**src/rtl/core/shc_ram.sv**
```systemverilog
// Single-port-write, single-port-read synchronous RAM with registered read data.
`default_nettype none

module shc_ram #(
  parameter int unsigned DEPTH = 64,
  parameter int unsigned WIDTH = 8,
  parameter int unsigned AW    = 6
) (
  input  wire logic             clk_i,
  input  wire logic             we_i,
  input  wire logic [AW-1:0]    waddr_i,
  input  wire logic [WIDTH-1:0] wdata_i,
  input  wire logic             re_i,
  input  wire logic [AW-1:0]    raddr_i,
  output      logic [WIDTH-1:0] rdata_o
);

  logic [WIDTH-1:0] mem [DEPTH];
  logic [WIDTH-1:0] rdata_q;

  always_ff @(posedge clk_i) begin
    if (we_i) begin
      mem[waddr_i] <= wdata_i;
    end
    if (re_i) begin
      rdata_q <= mem[raddr_i];
    end
  end

  assign rdata_o = rdata_q;

endmodule

`default_nettype wire

```
**config.mk**
```make
export PLATFORM = sky130hd
export DESIGN_NAME = shc_ram
export DESIGN_NICKNAME = d
export VERILOG_FILES = /design/src/rtl/core/shc_ram.sv
export SDC_FILE = /design/constraint.sdc
export NUM_CORES = 1
export LEC_CHECK = 0
export BUFFER_PORTS_ARGS = -buffer_cell sky130_fd_sc_hd__buf_2
export CAP_MARGIN = 20
export CELL_PAD_IN_SITES_DETAIL_PLACEMENT = 0
export CELL_PAD_IN_SITES_GLOBAL_PLACEMENT = 2
export CORE_ASPECT_RATIO = 1.4
export CORE_MARGIN = 1.5
export CORE_UTILIZATION = 45
export DETAILED_ROUTE_END_ITERATION = 8
export GPL_ROUTABILITY_DRIVEN = 1
export PLACE_DENSITY_LB_ADDON = 0.1
export SKIP_LAST_GASP = 1
export SYNTH_ARGS = -nofsm -noshare
export SYNTH_HDL_FRONTEND = slang
export SYNTH_SLANG_ARGS = --single-unit
export TNS_END_PERCENT = 5
```
**constraint.sdc**
```tcl
create_clock -name clk_i -period 1.75 [get_ports clk_i]
set_input_delay 0 -clock clk_i [delete_from_list [all_inputs] [get_ports clk_i]]
set_output_delay 0 -clock clk_i [all_outputs]
set_load 0.005 [all_outputs]
```
## After elaboration in Yosys (flattened, before gate mapping)

Memories as Yosys holds them, arrays and structs flattened. A register that Yosys moved wholly into a read port is not among the register bits.
Cells that the tools add are included.

| storage, ports and cells | value |
|---|---|
| register bits | 0 |
| memory bits (writable) | 512 |
| memories | 1 |
| input port bits | 23 |
| output and inout port bits | 8 |

| operators by class | value |
|---|---|
| multiplexer cells | 2 |

Memories:

| name | words | width | rd ports | clocked after Yosys merged registers in | wr ports | RTL line | RTL |
|---|---|---|---|---|---|---|---|
| mem | 64 | 8 | 1 | 1 | 1 | 18 | `logic [WIDTH-1:0] mem [DEPTH];` |

Operators with widths:

| cell | count |
|---|---|
| 1-bit two-way mux | 2 |

## Logic depth before layout (Yosys ltp)

Gate-level depths: netlist of run 1.

| logic depth | value |
|---|---|
| depth after elaboration | 2 |
| depth in mapped cells | 9 |

## Least setup slack after synthesis of run 1

Ideal clock, no wire load.

| path | value |
|---|---|
| path kind | register -> register |
| start | mem mem[29][4] |
| end | reg rdata_q[4] (netlist: rdata_o[4]), read port of mem, data pin |
| setup slack | -0.080 ns |
| period minus slack after synthesis | 1.830 ns |
| data required time | 1.480 ns |
| buffers on the path | 0 |
| arrival | 1.560 ns |
| stages on the path, launching flop included | 6 |
| cell sequence | edfxtp_1 > mux4_2 > mux2_2 > o221a_2 > nor3_1 > o32ai_1 |

RTL lines:

| what | RTL line | RTL |
|---|---|---|
| from (decl) | 18 |  |
| to (decl) | 19 | `logic [WIDTH-1:0] rdata_q;` |

==> metrics.cfg, run 1 <==
[clock_tree]
cts_setup_buffers = 0
cts_buffers = 50
cts_sinks = 520
clk_path_buf_depth = 3
cts-root-buf = clkbuf_16
cts_tree = done
htree_levels = 2
clk_latency_ps = 560
cts.clk_slew.worst_paths_ps = 60

[setup_path]
r2r_cells = 4
arrival_ps = 2290
startpoint_type = flop
reg2reg_from = mem[48][5]$_DFFE_PP_
r2r-end = rdata_o[5]$_DFFE_PP_
critPathMaxFanout = 1
worst-setup-path-type = flop to flop
cp_data_required_time_ps = 2060
cp-end-kind = flop
critical_path.startpoint = mem[48][5]$_DFFE_PP_
r2r_slack_ps = -230
critPathCapture = rdata_o[5]$_DFFE_PP_

[global_routing]
grt_max_degree = 65
gr-total-overflow = 0
antenna_found_initial = 0
grt_pass1_wl_um = 69800
grt_pass1_vias = 10400
grt_usage_pct = 21.5

[timing]
finalCriticalPeriod_ps = 1980
slew_violations = 0
tightest_slew_ps = 1020
holdWs_ps = 91.5
slew_headroom_pct = 32.0
skew_ps = 15.3
min_period_over_period_pct = 113
fmax_mhz = 505
setup_viol_count_final = 8
finalHoldViolations = 0
rsz0062_at_grt = yes
fin_tns_setup_ps = -1450
final.setup.worst_slack_ps = -230

[detailed_routing]
routedWlPerCell_um = 27.6
vias = 9881
drtAntennaViolNets = 0
routed_wl_um = 48000
drc = 0
drt_iter0_drc = 868
viasPerCell = 5.67
dr.pass1.iters = 5

[status]
failed_checks = setup timing
status = finished, violations left

[pwr]
ir_drop_mv = 0.729
power_frac_clock_pct = 40.3
powerDensity_nw_per_um2 = 1070
p_leak_nw = 7.84
comb_power_share_pct = 6.0
p_seq_share_pct = 53.7
switchingPower_w = 0.00535
total_power_w = 0.0258
swShare_pct = 20.8
internal-power_w = 0.0204

[floorplanning]
die_y_um = 254
top_level_ports = 31
start_util_pct = 45.8
core_um2 = 44200
rows = 91
dieWidth_um = 182
die_area_um2 = 46300

[placed_design]
io_buffers = 30
place_area_um2 = 22300
hpwl_um = 32000
dp_slack_ps = -981
place.gp.congestion = 0.788

[synth]
syn_area_um2 = 20200
syn_avg_cell_area_um2 = 21.5
synthArstFlopShare_pct = 0
yosysSeqAreaShare_pct = 77.1
ys_warn_count = 0
netlist-cell-type-count = 39
ys.flop_type = edfxtp_1
synth_edf_count = 520
synth-seq-cells = 520
synth_cells = 940
synthesis.nets = 963

[hold_path]
hold_class = input pin to flop

[finish]
num_antenna_cells = 0
syn_to_final_growth_pct = 18.7
fin_nets = 1168
drive_gt1_share_pct = 35.2
stdcell_area_um2 = 24000

[job]
cap_violations = 0

[cell usage after synthesis (8+ instances only)]
library cell  count  area share [%]
buf_4            13            0.48
edfxtp_1        520              77
nor2b_1          14            0.43
mux4_2          126              14
buf_2            11            0.27
mux2_2           13            0.72
o22ai_1           8            0.25
nor2_1           83             1.5
nand2_1          19            0.35
clkbuf_1         17            0.32
mux2i_1          23             1.1
nand3_1          13            0.32
o221ai_1          8            0.35
[metrics by stage]
step                util (%)  std cells
global placement        50.4       1642
detailed placement      50.4       1642
finish                  54.4       1742
global route            54.4       1742
floorplan                  -        940
CTS                     54.3       1742
[repair_timing]
action | 4_1_cts | 5_1_grt
hold buffers | 9 | 0
hold endpoints to repair | 240 | 0
cloned | 0 | 0
setup endpoints to repair | 8 | 8
resized for setup | 13 | 4
pin swaps | 1 | 1
[layer usage]
| layer | global-route usage, % | vias to the layer above | part of all wire (%) |
|---|---|---|---|
| met3 | 2.75 | 70 | 3.8 |
| met5 | 0 | - | 0 |
| li1 | - | 4341 | - |
| met2 | 38.2 | 206 | 53 |
| met1 | 27.5 | 5264 | 41 |
| met4 | 7.04 | 0 | 2.9 |
[placed cells by master (no fill, tap or decap), drive strengths merged, types with 3 or more instances in the layout]
master       synthesis  routed
a211oi               4       4
a21oi                3       3
a221oi               6       6
a22oi                3       3
buf                 34     194
bufinv               0       3
clkbuf              17      63
clkinv               0      22
clkinvlp             0       3
dlygate4sd3          0       9
edfxtp             520     520
mux2                13      13
mux2i               23      23
mux4               126     126
nand2               19      19
nand2b               7       7
nand3               13      13
nand3b               3       3
nor2                83      83
nor2b               14      14
nor3                 7       7
o2111ai              3       3
o21ai                4       4
o221ai               8       8
o22ai                8       8
o2bb2ai              3       3
[final cells by class]
type,instances,area (um2)
tap,558,698
sequential,520,15600
timing repair buffer,204,1690
multi-input combinational,369,4450
fill,3521,20100
clock buffer,62,1360
clock inverter,29,218
[how the worst min path moves through the flow]
stage / start / endpoint / depth (start not counted)
after global routing: waddr_i[1] / mem[48][7]$_DFFE_PP_ / 3
after detailed placement: re_i / rdata_o[7]$_DFFE_PP_ / 1
after CTS: waddr_i[1] / mem[48][7]$_DFFE_PP_ / 3
final: waddr_i[1] / mem[48][1]$_DFFE_PP_ / 3
after floorplan: wdata_i[0] / mem[0][0]$_DFFE_PP_ / 0
after global placement: re_i / rdata_o[7]$_DFFE_PP_ / 1
[registers in the layout (all words and copies together), names as in the netlist]
signal	flops
mem	512
rdata_o	8
[cell families (layout without fill, tap and decap cells)]
logic type             after synthesis  in the layout  share of synthesized area (%)
buffers and inverters               51            295                           1.56
muxes                              162            162                           15.9
AOI/OAI and AO/OA                   54             54                           2.06
and+or+nand+nor                    153            153                           3.37
DFF                                520            520                           77.1
[worst max-delay path: stages, from the launching register on]
cell	delay, ps
edfxtp_1	380
mux4_2	520
mux4_2	530
o21ai_4	190
o41ai_1	100
[power by group through the flow]
stage	logic [W]	registers, W	clock network, W
final	0.00154	0.0138	0.0104
after CTS	0.00156	0.0138	0.0106
after detailed placement	0.00151	0.0141	0
after global routing	0.00164	0.0138	0.0111
after floorplan	0.000747	0.0141	0
after global placement	0.00150	0.0141	0
Power figures use the tool's default switching activity.
==> run 2: changes to the inputs <==
--- a/config.mk
+++ b/config.mk
@@ -5,13 +5,14 @@
 export SDC_FILE = /design/constraint.sdc
 export NUM_CORES = 1
 export LEC_CHECK = 0
+export ABC_AREA = 1
 export BUFFER_PORTS_ARGS = -buffer_cell sky130_fd_sc_hd__buf_2
 export CAP_MARGIN = 20
 export CELL_PAD_IN_SITES_DETAIL_PLACEMENT = 0
 export CELL_PAD_IN_SITES_GLOBAL_PLACEMENT = 2
 export CORE_ASPECT_RATIO = 1.4
 export CORE_MARGIN = 1.5
-export CORE_UTILIZATION = 45
+export CORE_UTILIZATION = 39
 export DETAILED_ROUTE_END_ITERATION = 8
 export GPL_ROUTABILITY_DRIVEN = 1
 export PLACE_DENSITY_LB_ADDON = 0.1
==> run 2 against run 1 <==
Compared with the run above:
- the flow now finishes without violations
- register-to-register slack improved by 430 ps
- fmax is 28% higher
- critical endpoint is now rdata_o[6]$_DFFE_PP_
- utilization fell by 8.7 points
- global-route usage up 0.39 points
- synthesized cell count increased by 92%
- highest routed layer is now met5
- largest cell class unchanged
- critical path depth up 4
- flip-flop and latch count unchanged
==> metrics.cfg, run 2 <==
[status]
status = complete, no violations

[detailed_routing]
drtAntennaViolNets = 0
routedWlPerCell_um = 22.8
routed_wl_um = 61200
vias = 13700
dr.pass1.iters = 5
viasPerCell = 5.09
drt_iter0_drc = 883
drc = 0

[floorplanning]
die_y_um = 280
die_area_um2 = 56400
top_level_ports = 31
rows = 101
core_um2 = 54200
start_util_pct = 39.5
dieWidth_um = 201

[pwr]
p_leak_nw = 9.02
internal-power_w = 0.0204
powerDensity_nw_per_um2 = 1060
comb_power_share_pct = 6.9
power_frac_clock_pct = 40.5
ir_drop_mv = 0.800
switchingPower_w = 0.00598
p_seq_share_pct = 52.6
swShare_pct = 22.7

[setup_path]
path_cells = nand2_1 > nand3_1 > nand3_1 > nand2_1 > nand2_1 > nand3_1 > nand3_1 > nand2_1
arrival_ps = 1900
critPathMaxFanout = 1
r2r_slack_ps = 200
crit_slowest_cell = edfxtp_1
cp_data_required_time_ps = 2100
worst-setup-path-type = flop to flop
max_stage_delay_ps = 360
startpoint_type = flop
cp-end-kind = flop

[synth]
synth_edf_count = 520
synth_largest_area_cell = edfxtp_1
synth_top_area_share_pct = 72.9
synth_cells = 1805
netlist-cell-type-count = 15
synthTopCellsByCount = 648 x nand2_1, 520 x edfxtp_1, 439 x nand3_1, 56 x nor2_1, 37 x buf_2
synth_fa_ha_area_share_pct = 0
synthMuxAreaShare_pct = 0
synth-xor-area-share_pct = 0
syn_avg_cell_area_um2 = 11.9
synth_compound_area_share_pct = 0
synth-seq-cells = 520
yosys.area_share.simple_pct = 23.1
synth_top_family_by_area = simple AND/OR/NAND/NOR gates
yosysSeqAreaShare_pct = 72.9
ys_warn_count = 0
yosysMostFrequentCell = nand2_1
synthesis.nets = 1828
ys.flop_type = edfxtp_1
syn_area_um2 = 21400
yosys-top-cells-area = edfxtp_1 73%, nand2_1 11%, nand3_1 10%
synthArstFlopShare_pct = 0

[placed_design]
hpwl_um = 36000
dp_slack_ps = -131
dp.cells = 2578
io_buffers = 30
place.gp.congestion = 0.784

[timing]
fmax_mhz = 644
setup_viol_count_final = 0
slew_violations = 0
tightest_slew_ps = 491
finalCriticalPeriod_ps = 1550
final.setup.worst_slack_ps = 197
rsz0062_at_grt = no
holdWs_ps = 78.4
fin_tns_setup_ps = 0
skew_ps = 16.0
slew_headroom_pct = 67.2
finalHoldViolations = 0
min_period_over_period_pct = 88.7

[clock_tree]
clk_latency_ps = 600
htree_levels = 2
cts_tree = done
cts_buffers = 52
cts.repair.resized = 0
cts.clk_slew.worst_paths_ps = 60
cts-root-buf = clkbuf_16
clk_path_buf_depth = 3
cts_sinks = 520

[finish]
stdcell_count = 2686
nFillCells = 4980
drive_gt1_share_pct = 11.9
final_cell_mix = 648 x nand2_1, 520 x edfxtp_1, 439 x nand3_1
seq_area_um2 = 15600
fin_util_pct = 45.6
multi_input_area_um2 = 4950
num_antenna_cells = 0
regMostFlops = mem
fin_nets = 1947
final_common_cell = nand2_1
largest_reg_flops = 512
syn_to_final_growth_pct = 15.5

[global_routing]
gr-total-overflow = 0
grt_usage_pct = 21.9
antenna_found_initial = 1
grt_pass1_wl_um = 90100
grt_max_degree = 72
grt_pass1_vias = 13600

[job]
cap_violations = 0

[hold_path]
hold_class = input pin to flop

==> run 2: area by class of cell <==
class	instances	area share (%)
Inverter	12	0.222
Clock inverter	21	0.733
Sequential cell	520	63.1
Tap cell	721	3.65
Multi-Input combinational cell	1160	20.0
Clock buffer	74	5.68
Timing Repair Buffer	178	6.64
==> run 2: worst paths after layout <==
path,from,endpoint,cells past startpoint
worst min register to register,mem[52][4]$_DFFE_PP_,rdata_o[4]$_DFFE_PP_,8
worst min-delay path,waddr_i[3],mem[10][7]$_DFFE_PP_,4
worst max-delay path,mem[3][6]$_DFFE_PP_,rdata_o[6]$_DFFE_PP_,8
worst max register to register,mem[3][6]$_DFFE_PP_,rdata_o[6]$_DFFE_PP_,8
==> run 2: stage by stage <==
stage / area, um2 / power [W]
floorplan: 21400 / 0.0151
global placement: 23000 / 0.0159
detailed placement: 23000 / 0.0159
CTS: 24700 / 0.0267
global route: 24700 / 0.0272
finish: 24700 / 0.0263
==> run 2: routing by layer <==
layer | wire [um] | vias up | global-route usage, %
li1 | - | 6598 | -
met1 | 25400 | 6703 | 27.7
met2 | 31100 | 281 | 38.2
met3 | 2410 | 97 | 3.09
met4 | 2180 | 2 | 7.96
met5 | 12 | - | 0
==> run 2: power by group through the flow <==
stage | clock, W | sequential, W | combinational [W]
finish | 0.0107 | 0.0138 | 0.00182
detailed placement | 0 | 0.0141 | 0.00184
global route | 0.0114 | 0.0138 | 0.00201
global placement | 0 | 0.0141 | 0.00183
CTS | 0.0109 | 0.0138 | 0.00187
floorplan | 0 | 0.0141 | 0.000969
==> run 2: what timing repair did <==
action                    CTS  global route
hold buffers               13             0
hold endpoints to repair  531             0
setup buffers               0             0
==> run 2: worst max-delay path: cells and delay by family, from the launching register on <==
kind,cells,cell delay [ps]
DFF,1,360
and+or+nand+nor,8,940
==> run 2: kinds of logic (layout without fill, tap and decap cells) <==
group / Yosys count / in the layout
buffers and inverters: 125 / 285
flip-flops: 520 / 520
AND/OR/NAND/NOR: 1160 / 1160
