--- src/rtl/core/shc_pkg.sv ---
// Shared constants and types of the set-associative handle cache.
`default_nettype none

package shc_pkg;

  // Default geometry
  localparam int unsigned SETS_DEF        = 64;
  localparam int unsigned WAYS_DEF        = 4;
  localparam int unsigned KEY_BITS_DEF    = 32;
  localparam int unsigned HANDLE_BITS_DEF = 32;

  // Fixed port widths
  localparam int unsigned SET_IDX_W = 6;
  localparam int unsigned KEY_W     = 32;
  localparam int unsigned HANDLE_W  = 32;
  localparam int unsigned COUNT_W   = 32;

  // Way index field wide enough for the largest way count (16)
  localparam int unsigned WAY_IDX_W = 4;

  // Tag compare result
  typedef struct packed {
    logic                 hit;
    logic [WAY_IDX_W-1:0] way;
  } lookup_t;

endpackage

`default_nettype wire

--- src/rtl/core/shc_match.sv ---
// Parallel tag compare over the ways of one set, lowest matching way wins.
`default_nettype none

module shc_match #(
  parameter int unsigned WAYS     = 4,
  parameter int unsigned KEY_BITS = 32
) (
  input  wire logic [WAYS-1:0]          valid_i,
  input  wire logic [WAYS*KEY_BITS-1:0] keys_i,
  input  wire logic [KEY_BITS-1:0]      key_i,
  output      shc_pkg::lookup_t         lookup_o
);

  always_comb begin
    lookup_o = '0;
    // walk downward so the lowest match is the last one written
    for (int w = WAYS - 1; w >= 0; w--) begin
      if (valid_i[w] && (keys_i[w*KEY_BITS +: KEY_BITS] == key_i)) begin
        lookup_o.hit = 1'b1;
        lookup_o.way = shc_pkg::WAY_IDX_W'(w);
      end
    end
  end

endmodule

`default_nettype wire

--- config.mk ---
export PLATFORM = sky130hd
export DESIGN_NAME = shc_match
export DESIGN_NICKNAME = d
export VERILOG_FILES = /design/src/rtl/core/shc_pkg.sv /design/src/rtl/core/shc_match.sv
export SDC_FILE = /design/constraint.sdc
export NUM_CORES = 1
export LEC_CHECK = 0
export ABC_AREA = 1
export ABC_CLOCK_PERIOD_IN_PS = 1230
export BUFFER_PORTS_ARGS = -buffer_cell sky130_fd_sc_hd__buf_2
export CORE_MARGIN = 8
export CORE_UTILIZATION = 42
export DETAILED_ROUTE_END_ITERATION = 7
export PLACE_DENSITY = 0.85
export SETUP_SLACK_MARGIN = 0.1
export SLEW_MARGIN = 20
export SYNTH_ARGS = -nofsm -noshare
export SYNTH_HDL_FRONTEND = slang
export SYNTH_SLANG_ARGS = --single-unit
--- constraint.sdc ---
create_clock -name vclk -period 1.23
set_clock_uncertainty 0.05 [all_clocks]
set_input_delay 0 -clock vclk [all_inputs]
set_output_delay 0 -clock vclk [all_outputs]
set_load 0.02 [all_outputs]
; ---- After elaboration in Yosys (flattened, before gate mapping)
; Cells that the tools add are included.
[word_totals]
elab_cells = 12
input_bits = 164
out_inout_bits = 5
ff_bits = 0
[op_classes]
eq_ne = 4
mux = 4
reduce_logical = 4
[op_table]
columns = cell, count
row1 = 32-bit == test, 4
row2 = 5-bit two-way mux, 4
row3 = 1-bit logical AND, 4

; ---- Logic depth before layout (Yosys ltp)
; Gate-level depths: netlist of run 1.
[depth]
depth_word = 6
depth_mapped = 12
depth_no_buf = 12

; ---- Worst setup path after synthesis of run 1
; Ideal clock, no wire load.
[synth_path]
path_type = input-to-output
startpoint = in key_i[23]
endpoint = out lookup_o[0] in the netlist's numbering
t_arrival_ps = 1067
cell_stages = 8
required_ps = 1180
slack_ps = 113
cell_sequence = buf_2 > xnor2_1 > nand2_1 > nor3_1 > nand3_1 > nor2_2 > nand2_1 > a21oi_1
[synth_lines]
columns = item, line_no
row1 = start: declaration, shc_match.sv:10  ; input wire logic [KEY_BITS-1:0] key_i,
row2 = end: declaration, shc_match.sv:11  ; output shc_pkg::lookup_t lookup_o

==> results_dict.tcl, run 1 <==
set metrics [dict create \
    result_of_the_run "complete, but fails checks" \
    violations "setup timing" \
    wire_length_of_the_first_global_routing_pass_mm 15.8 \
    ios 169 \
    routedWlPerCell_um 14.9 \
    p_switching_w 0.000578 \
    yosysTopAreaCell "sky130_fd_sc_hd__nand2_1" \
    synth-seq-area-share 0 \
    required_time_reported_for_the_critical_path_endpoint_ns 1.18 \
    gp_congestion 0.937 \
    std_cell_rows 25 \
    cpLargestDelayFamily "simple AND/OR/NAND/NOR gates" \
    power.share.switching 0.531 \
    final_min_period_over_clock_period 1.09 \
    synthDominantCellAreaShare 0.346 \
    synth_cells 468 \
    worst_min_path_class "input pin to output port" \
    synth.cells.most_frequent "sky130_fd_sc_hd__nand2_1 (194), sky130_fd_sc_hd__inv_1 (77), sky130_fd_sc_hd__nor2_1 (56)" \
    grt_usage 0.262 \
    power_frac_clock 0 \
    p_leak_nw 2.05 \
    via_count_of_the_first_global_routing_pass 3466 \
    seq_area_um2 0 \
    post_layout_net_count 817 \
    dp_hpwl_mm 9.53 \
    totalNegativeSetupSlack_ns -0.278 \
    grt-ovfl-total 0 \
    slowest_delay_ns 0.17 \
    placeableCoreArea_um2 4790 \
    grt_antenna_before_repair 0 \
    syn_area_um2 2100 \
    port_buffers 167 \
    route.vias.total 3487 \
    max_cap_violations 0 \
    crit_path_start_kind "input pin" \
    postRouteAntennaNets 0 \
    cp_cell_sequence "buf_6 > clkinvlp_4 > nand2_1 > nand2_1 > nor2_1 > nand2_1 > nor2_1 > nand3_2 > nor2_4 > nand2_2 > a21oi_2 > buf_6" \
    drt-total-wl_mm 10.7 \
    slowest_stage "sky130_fd_sc_hd__clkinvlp_4" \
    pins_over_their_slew_limit 0 \
    fmax_mhz 744 \
    unrepaired_setup_endpoints_after_global_routing "true" \
    insertedDiodeCount 0 \
    fillerInstances 437 \
    layout.cell_area.non_filler_um2 3320 \
    drc 0 \
    seq_cells 0 \
    drtIter0Drc 163 \
    floorplan.die.height_um 86.7 \
    critical_path.endpoint_type "output port" \
    dieArea_um2 7520 \
    synthDistinctLibCells 23 \
    ctsHoldBuffers 0 \
    setup_viol 3 \
    yosys_warnings 0 \
    initial_standard_cell_utilization_of_the_core 0.439 \
    arrival_ns 1.29 \
    die-width_um 86.7 \
    final-hold-violation-count 0 \
    setup_ws_ns -0.113 \
    final_layout_size_suffix_gt1_frac 0.364 \
    irDropWorstVdd_mv 0.181 \
    flow.area_growth_from_synthesis_pct 57.9 \
    synth.top_cells.by_area "sky130_fd_sc_hd__nand2_1 (35%), sky130_fd_sc_hd__xnor2_1 (16%), sky130_fd_sc_hd__inv_1 (14%)" \
    crit_top_cell "sky130_fd_sc_hd__nand2_1" \
    number_of_optimization_iterations_in_the_first_detailed_route_pass 5 \
    grt_start_max_net_pins 8 \
    period_minus_slack_ns 1.34 \
    clockBufferCount 0 \
    vias_per_cell 4.86 \
    crit_buf_inv 3 \
    total_power_per_unit_cell_area_nw_per_um2 328 \
    synth.avg_cell_area_um2 4.49 \
    maximum_fanout_along_the_worst_path 7 \
    share_seq_of_total_power 0 \
    synth.most_common_cell "sky130_fd_sc_hd__nand2_1" \
    combPwrFrac 1.000 \
    criticalPathCategory "input pin to output port" \
    whs_ns 0.504 \
    internal_power_w 0.000511 \
    dpl-instance-area_um2 3170 \
]
tightest hold or removal path, cell delays in order:
cell and delay [ns]:
sky130_fd_sc_hd__buf_2 0.09, sky130_fd_sc_hd__xnor2_1 0.06, sky130_fd_sc_hd__nand3_1 0.09, sky130_fd_sc_hd__nor2_2 0.05, sky130_fd_sc_hd__nand3_2 0.09, sky130_fd_sc_hd__a21oi_2 0.06, sky130_fd_sc_hd__buf_6 0.12
metal layers:
| layer | global-route usage | vias to the layer above | routed length [µm] |
|---|---|---|---|
| li1 | - | 1745 | - |
| met1 | 0.300 | 1514 | 4190 |
| met2 | 0.476 | 208 | 5240 |
| met3 | 0.0491 | 20 | 963 |
| met4 | 0.0782 | 0 | 287 |
| met5 | 0 | - | 0 |
final timing paths:
check,from,end,slack [ns],cells after the start
setup / recovery,key_i[27],lookup_o[0],-0.11,12
hold / removal,keys_i[34],lookup_o[0],0.50,7
power by group through the flow:
stage	clock network [W]	logic [W]	registers, W
global route	0	0.00120	0
floorplan	0	0.000493	0
detailed placement	0	0.00102	0
finish	0	0.00109	0
global placement	0	0.00101	0
CTS	0	0.00106	0
stage by stage:
stage / utilization / cells / worst slack (ns) / total power (W)
after CTS: 0.681 / 717 / -0.0586 / 0.00106
after detailed placement: 0.663 / 717 / -0.126 / 0.00102
final: 0.693 / 718 / -0.113 / 0.00109
after floorplan: - / 469 / 0.113 / 0.000493
after global routing: 0.693 / 718 / -0.208 / 0.00120
after global placement: 0.663 / 717 / -0.126 / 0.00101
final cells by class:
cell class	instances	area (µm²)	share of cell area
inverter	101	383	0.115
multi-input combinational	361	1770	0.533
tap	67	83.8	0.0253
timing repair buffer	189	1080	0.327
timing repair:
| action | 4_1_cts | 5_1_grt |
|---|---|---|
| gates resized for setup | 25 | 16 |
| endpoints found under the setup margin | 3 | 3 |
| pin swaps | 12 | 8 |
| setup buffers | 0 | 1 |
| cloned | 0 | 0 |
cell usage in the layout, fill, tap and decap left out, drive strengths merged:
| cell type | n |
|---|---|
| nand2 | 194 |
| buf | 189 |
| inv | 96 |
| nor2 | 58 |
| xnor2 | 39 |
| o21ai | 35 |
| nand3 | 11 |
| nand4 | 7 |
| clkinv | 4 |
| o22ai | 3 |
| xor2 | 3 |
| o211ai | 2 |
| o221ai | 2 |
| nor3 | 2 |
| conb | 2 |
| or2 | 1 |
| clkinvlp | 1 |
| nor2b | 1 |
| a21oi | 1 |
cells by family (layout without fill, tap and decap cells):
kind of cell,Yosys count,in the layout,synth area share
other cells,1,2,0.00178
buf+inv,108,290,0.203
compound gates,43,43,0.110
xor+xnor,42,42,0.175
simple gates,274,274,0.510
Note: power is estimated with default switching activity, not from simulation.
==> inputs of run 2 (changes only) <==
Settings changed: CORE_ASPECT_RATIO set to 1.4.
==> run 2 against run 1 <==
  * The flow still finishes with violations (setup timing)
  * Wire length shrank 2.7%
  * Core utilization shrank 4.2 points
  * Via count shrank 5.0%
  * Sequential share of layout area is the same
  * Die area grew 0.42%
  * Global-route usage shrank 0.51 points
  * Cell area shrank 4.9%
  * Count of clock-buffer cells in the layout is the same
  * Combinational power shrank 6%
  * Flip-flop and latch count is the same
  * Largest power group unchanged
  * Highest routed layer unchanged
==> results_dict.tcl, run 2 (synthesized netlist as in run 1, its figures left out) <==
set metrics [dict create \
    result_of_the_run "complete, but fails checks" \
    violations "setup timing" \
    setup_viol 3 \
    grt_usage 0.257 \
    slowest_stage "sky130_fd_sc_hd__nor2b_4" \
    via_count_of_the_first_global_routing_pass 3293 \
    seq_area_um2 0 \
    placeableCoreArea_um2 4840 \
    p_leak_nw 1.96 \
    ctsHoldBuffers 0 \
    worst_min_path_class "input pin to output port" \
    maximum_fanout_along_the_worst_path 5 \
    drc 0 \
    total_power_per_unit_cell_area_nw_per_um2 322 \
    std_cell_rows 30 \
    layout.cells.most_common_list "sky130_fd_sc_hd__nand2_1 (191), sky130_fd_sc_hd__buf_2 (157), sky130_fd_sc_hd__inv_1 (71), sky130_fd_sc_hd__nor2_1 (50), sky130_fd_sc_hd__xnor2_1 (37)" \
    port_buffers 167 \
    number_of_optimization_iterations_in_the_first_detailed_route_pass 4 \
    clockBufferCount 0 \
    slowest_delay_ns 0.14 \
    gp_congestion 1.03 \
    drtIter0Drc 161 \
    grt_antenna_before_repair 0 \
    flow.area_growth_from_synthesis_pct 50.1 \
    layout.cell_area.non_filler_um2 3150 \
    pins_over_their_slew_limit 0 \
    floorplan.die.height_um 99.7 \
    setup_ws_ns -0.0761 \
    final-hold-violation-count 0 \
    holdCritStartpoint "keys_i[34]" \
    grt_start_max_net_pins 8 \
    arrival_ns 1.26 \
    dpl-instance-area_um2 3020 \
    initial_standard_cell_utilization_of_the_core 0.434 \
    required_time_reported_for_the_critical_path_endpoint_ns 1.18 \
    multi_input_combinational_cell_area_um2 1750 \
    hold_end "lookup_o[0]" \
    power.total_w 0.00102 \
    wire_length_of_the_first_global_routing_pass_mm 15.1 \
    irDropWorstVdd_mv 0.188 \
    max_cap_violations 0 \
    postRouteAntennaNets 0 \
    hold_path_depth 7 \
    insertedDiodeCount 0 \
    grt-ovfl-total 0 \
    final_min_period_over_clock_period 1.06 \
    layout.cells.most_common "sky130_fd_sc_hd__nand2_1" \
    post_layout_net_count 803 \
    vias_per_cell 4.73 \
    die-width_um 75.8 \
    crit_path_start_kind "input pin" \
    critical_path.endpoint_type "output port" \
    route.vias.total 3313 \
    seq_cells 0 \
    period_minus_slack_ns 1.31 \
    ios 169 \
    fillerInstances 524 \
    dp_hpwl_mm 9.34 \
    drt-total-wl_mm 10.4 \
    unrepaired_setup_endpoints_after_global_routing "true" \
    dieArea_um2 7560 \
    criticalPathCategory "input pin to output port" \
    final_layout_size_suffix_gt1_frac 0.347 \
    crit_top_cell "sky130_fd_sc_hd__nand2_1" \
    routedWlPerCell_um 14.8 \
    cp_cell_sequence "buf_8 > clkinvlp_4 > nand2_1 > nand2_1 > inv_1 > nand2_1 > nor2_2 > nand2_1 > nor2_1 > nand3_2 > nor2b_4 > nor2_2 > buf_6" \
    fmax_mhz 766 \
    dp_worst_setup_slack_ns -0.0999 \
]
[run 2: cell types whose count changed in the layout (fill, tap and decap cells not counted), sizes merged]
cell and change:
clkbuf +2, buf -16
[run 2: through the flow]
| step | hold WS [ns] | utilization | setup TNS, ns | std cells |
|---|---|---|---|---|
| after floorplan | 0.308 | - | 0 | 469 |
| after global placement | 0.570 | 0.624 | -0.252 | 699 |
| after detailed placement | 0.570 | 0.624 | -0.267 | 699 |
| after CTS | 0.569 | 0.627 | -0.187 | 699 |
| after global routing | 0.588 | 0.651 | -0.459 | 701 |
| final | 0.539 | 0.651 | -0.197 | 701 |
[run 2: worst max-delay path, delay by kind of cell]
| family | cells | cell delay [ns] |
|---|---|---|
| AND/OR/NAND/NOR | 9 | 0.87 |
| buffers and inverters | 4 | 0.38 |
[run 2: worst max-delay path by stage]
stage | from | end | slack (ns) | depth (start not counted)
final | key_i[17] | lookup_o[1] | -0.08 | 13
after global routing | key_i[17] | lookup_o[1] | -0.17 | 13
after CTS | key_i[17] | lookup_o[1] | -0.09 | 13
after detailed placement | key_i[11] | lookup_o[0] | -0.1 | 12
after global placement | key_i[11] | lookup_o[0] | -0.10 | 12
after floorplan | key_i[23] | lookup_o[0] | 0.11 | 8
[run 2: metal layers]
layer / GRT usage / vias up / routed length, µm
met3: 0.0504 / 22 / 863
met1: 0.258 / 1439 / 3720
met4: 0.0758 / 0 / 325
li1: - / 1718 / -
met2: 0.495 / 134 / 5490
met5: 0 / - / 0
[run 2: timing repair]
action	in CTS	in global routing
pin swaps	2	18
gates cloned	0	0
gates resized for setup	10	32
buffers inserted	0	2
setup endpoints to repair	3	3
[run 2: area by class of cell]
| class | instances | share of cell area |
|---|---|---|
| inverter | 101 | 0.123 |
| timing repair buffer | 175 | 0.296 |
| multi-input combinational | 361 | 0.556 |
| tap | 64 | 0.0254 |
[run 2: where the power goes]
group          switching, W  total [W]  internal (W)
Clock                     0          0             0
Combinational      0.000548    0.00102      0.000467
Sequential                0          0             0
Total              0.000548    0.00102      0.000467
==> inputs of run 3 (changes only) <==
Settings changed: ABC_CLOCK_PERIOD_IN_PS 1230 to 1300, CORE_MARGIN 8 to 5.
Clock period 1.23 ns to 1.3 ns, I/O delays scaled along.
==> run 3 against run 2 <==
  * The run still ends with setup timing left
  * Die area is 13% lower
  * Count of clock-buffer cells in the layout stayed put
  * First-iteration DRC count is 0.62% lower
  * Non-clock buffer count is 3 lower
  * Combinational power is 7% lower
  * Critical path type unchanged
==> results_dict.tcl, run 3 (synthesized netlist as in run 1, its figures left out) <==
set metrics [dict create \
    final-hold-violation-count 0 \
    post_layout_net_count 800 \
    gp_congestion 0.955 \
    post_layout_nonfiller_instances 698 \
    critical_path.endpoint_type "output port" \
    insertedDiodeCount 0 \
    setup_ws_ns -0.0101 \
    power_frac_clock 0 \
    final_core_utilization 0.648 \
    irDropWorstVdd_mv 0.174 \
    unrepaired_setup_endpoints_after_global_routing "true" \
    drt-total-wl_mm 9.69 \
    internal_power_w 0.000438 \
    crit_path_start_kind "input pin" \
    period_minus_slack_ns 1.31 \
    initial_standard_cell_utilization_of_the_core 0.434 \
    combPwrFrac 1.000 \
    placedCellCount 694 \
    layout.cells.most_common "sky130_fd_sc_hd__nand2_1" \
    die-width_um 69.8 \
    grt_antenna_before_repair 0 \
    p_switching_w 0.000512 \
    route.vias.total 3232 \
    endpoint "lookup_o[4]" \
    wl_met1_mm 3.62 \
    routedWlPerCell_um 13.9 \
    std_cell_rows 30 \
    max_cap_violations 0 \
    placeableCoreArea_um2 4840 \
    whs_ns 0.508 \
    seq_cells 0 \
    criticalPathCategory "input pin to output port" \
    layout.cells.most_common_list "sky130_fd_sc_hd__nand2_1 (189), sky130_fd_sc_hd__buf_2 (156), sky130_fd_sc_hd__inv_1 (72), sky130_fd_sc_hd__nor2_1 (49), sky130_fd_sc_hd__xnor2_1 (37)" \
    drc 0 \
    dr_wl_met2_mm 5.08 \
    ios 169 \
    dieArea_um2 6540 \
    power.share.switching 0.539 \
    crit_start "key_i[27]" \
    total_power_per_unit_cell_area_nw_per_um2 303 \
    setup_viol 2 \
    final_layout_size_suffix_gt1_frac 0.344 \
    p_leak_nw 1.95 \
    dp_worst_setup_slack_ns -0.0684 \
    pins_over_their_slew_limit 0 \
    vias_per_cell 4.63 \
    number_of_optimization_iterations_in_the_first_detailed_route_pass 4 \
    dp_hpwl_mm 8.70 \
    drtIter0Drc 160 \
    port_buffers 167 \
    seq_area_um2 0 \
    floorplan.die.height_um 93.7 \
    final_min_period_over_clock_period 1.01 \
    worst_min_path_class "input pin to output port" \
    arrival_ns 1.26 \
    required_time_reported_for_the_critical_path_endpoint_ns 1.25 \
    dr.max_layer_used "met4" \
    grt_start_max_net_pins 8 \
    flow.area_growth_from_synthesis_pct 49.3 \
    result_of_the_run "complete, but fails checks" \
    postRouteAntennaNets 0 \
    via_count_of_the_first_global_routing_pass 3183 \
    fmax_mhz 763 \
    detailroute.wirelength.met3_um 680 \
    share_seq_of_total_power 0 \
    violations "setup timing" \
    grt_usage 0.270 \
    clockBufferCount 0 \
    maximum_fanout_along_the_worst_path 5 \
    grt-ovfl-total 0 \
    wire_length_of_the_first_global_routing_pass_mm 14.2 \
]
==> run 3: routing by layer <==
| layer | global-route usage | vias to the layer above |
|---|---|---|
| met4 | 0.101 | 0 |
| li1 | - | 1715 |
| met2 | 0.517 | 136 |
| met5 | 0 | - |
| met1 | 0.300 | 1362 |
| met3 | 0.0321 | 19 |
==> run 3: how the worst min path moves through the flow <==
stage / start / endpoint / slack (ns) / cells after the start
after floorplan: keys_i[49] / lookup_o[0] / 0.31 / 5
after global placement: keys_i[124] / lookup_o[0] / 0.55 / 9
after detailed placement: keys_i[62] / lookup_o[0] / 0.57 / 7
after CTS: keys_i[62] / lookup_o[0] / 0.53 / 7
after global routing: keys_i[62] / lookup_o[0] / 0.55 / 7
final: keys_i[62] / lookup_o[0] / 0.51 / 7
==> run 3: worst max-delay path: stages <==
cell,delay (ns)
sky130_fd_sc_hd__buf_6,0.08
sky130_fd_sc_hd__clkinvlp_4,0.13
sky130_fd_sc_hd__buf_4,0.17
sky130_fd_sc_hd__nand2_1,0.05
sky130_fd_sc_hd__o21ai_0,0.07
sky130_fd_sc_hd__nor2_1,0.11
sky130_fd_sc_hd__nand2_1,0.07
sky130_fd_sc_hd__nor2_2,0.10
sky130_fd_sc_hd__nand4_1,0.12
sky130_fd_sc_hd__nand2_1,0.12
sky130_fd_sc_hd__inv_1,0.06
sky130_fd_sc_hd__nand2_1,0.05
sky130_fd_sc_hd__buf_4,0.13
==> run 3: per-stage QoR <==
step,TNS (ns),area [µm²],power (W)
3_3_place_gp,-0.121,2980,0.000891
3_5_place_dp,-0.0916,2980,0.000898
5_1_grt,-0.265,3140,0.00106
6_report,-0.0170,3140,0.000950
4_1_cts,-0.0114,3040,0.000920
2_1_floorplan,0,2110,0.000466
==> run 3: cell type report <==
class                      instances  area (µm²)
fill                             534        1700
inverter                         101         390
multi-input combinational        361        1750
tap                               64        80.1
timing repair buffer             172         923
==> run 3: repair_timing <==
action | in CTS | in global routing
buffers inserted | 2 | 2
hold buffers | 0 | 0
endpoints found under the setup margin | 3 | 3
pin swaps | 5 | 19
resized for setup | 12 | 32
==> run 3: power groups by stage <==
stage | clock [W] | sequential (W) | combinational [W]
3_5_place_dp | 0 | 0 | 0.000898
3_3_place_gp | 0 | 0 | 0.000891
5_1_grt | 0 | 0 | 0.00106
6_report | 0 | 0 | 0.000950
4_1_cts | 0 | 0 | 0.000920
2_1_floorplan | 0 | 0 | 0.000466
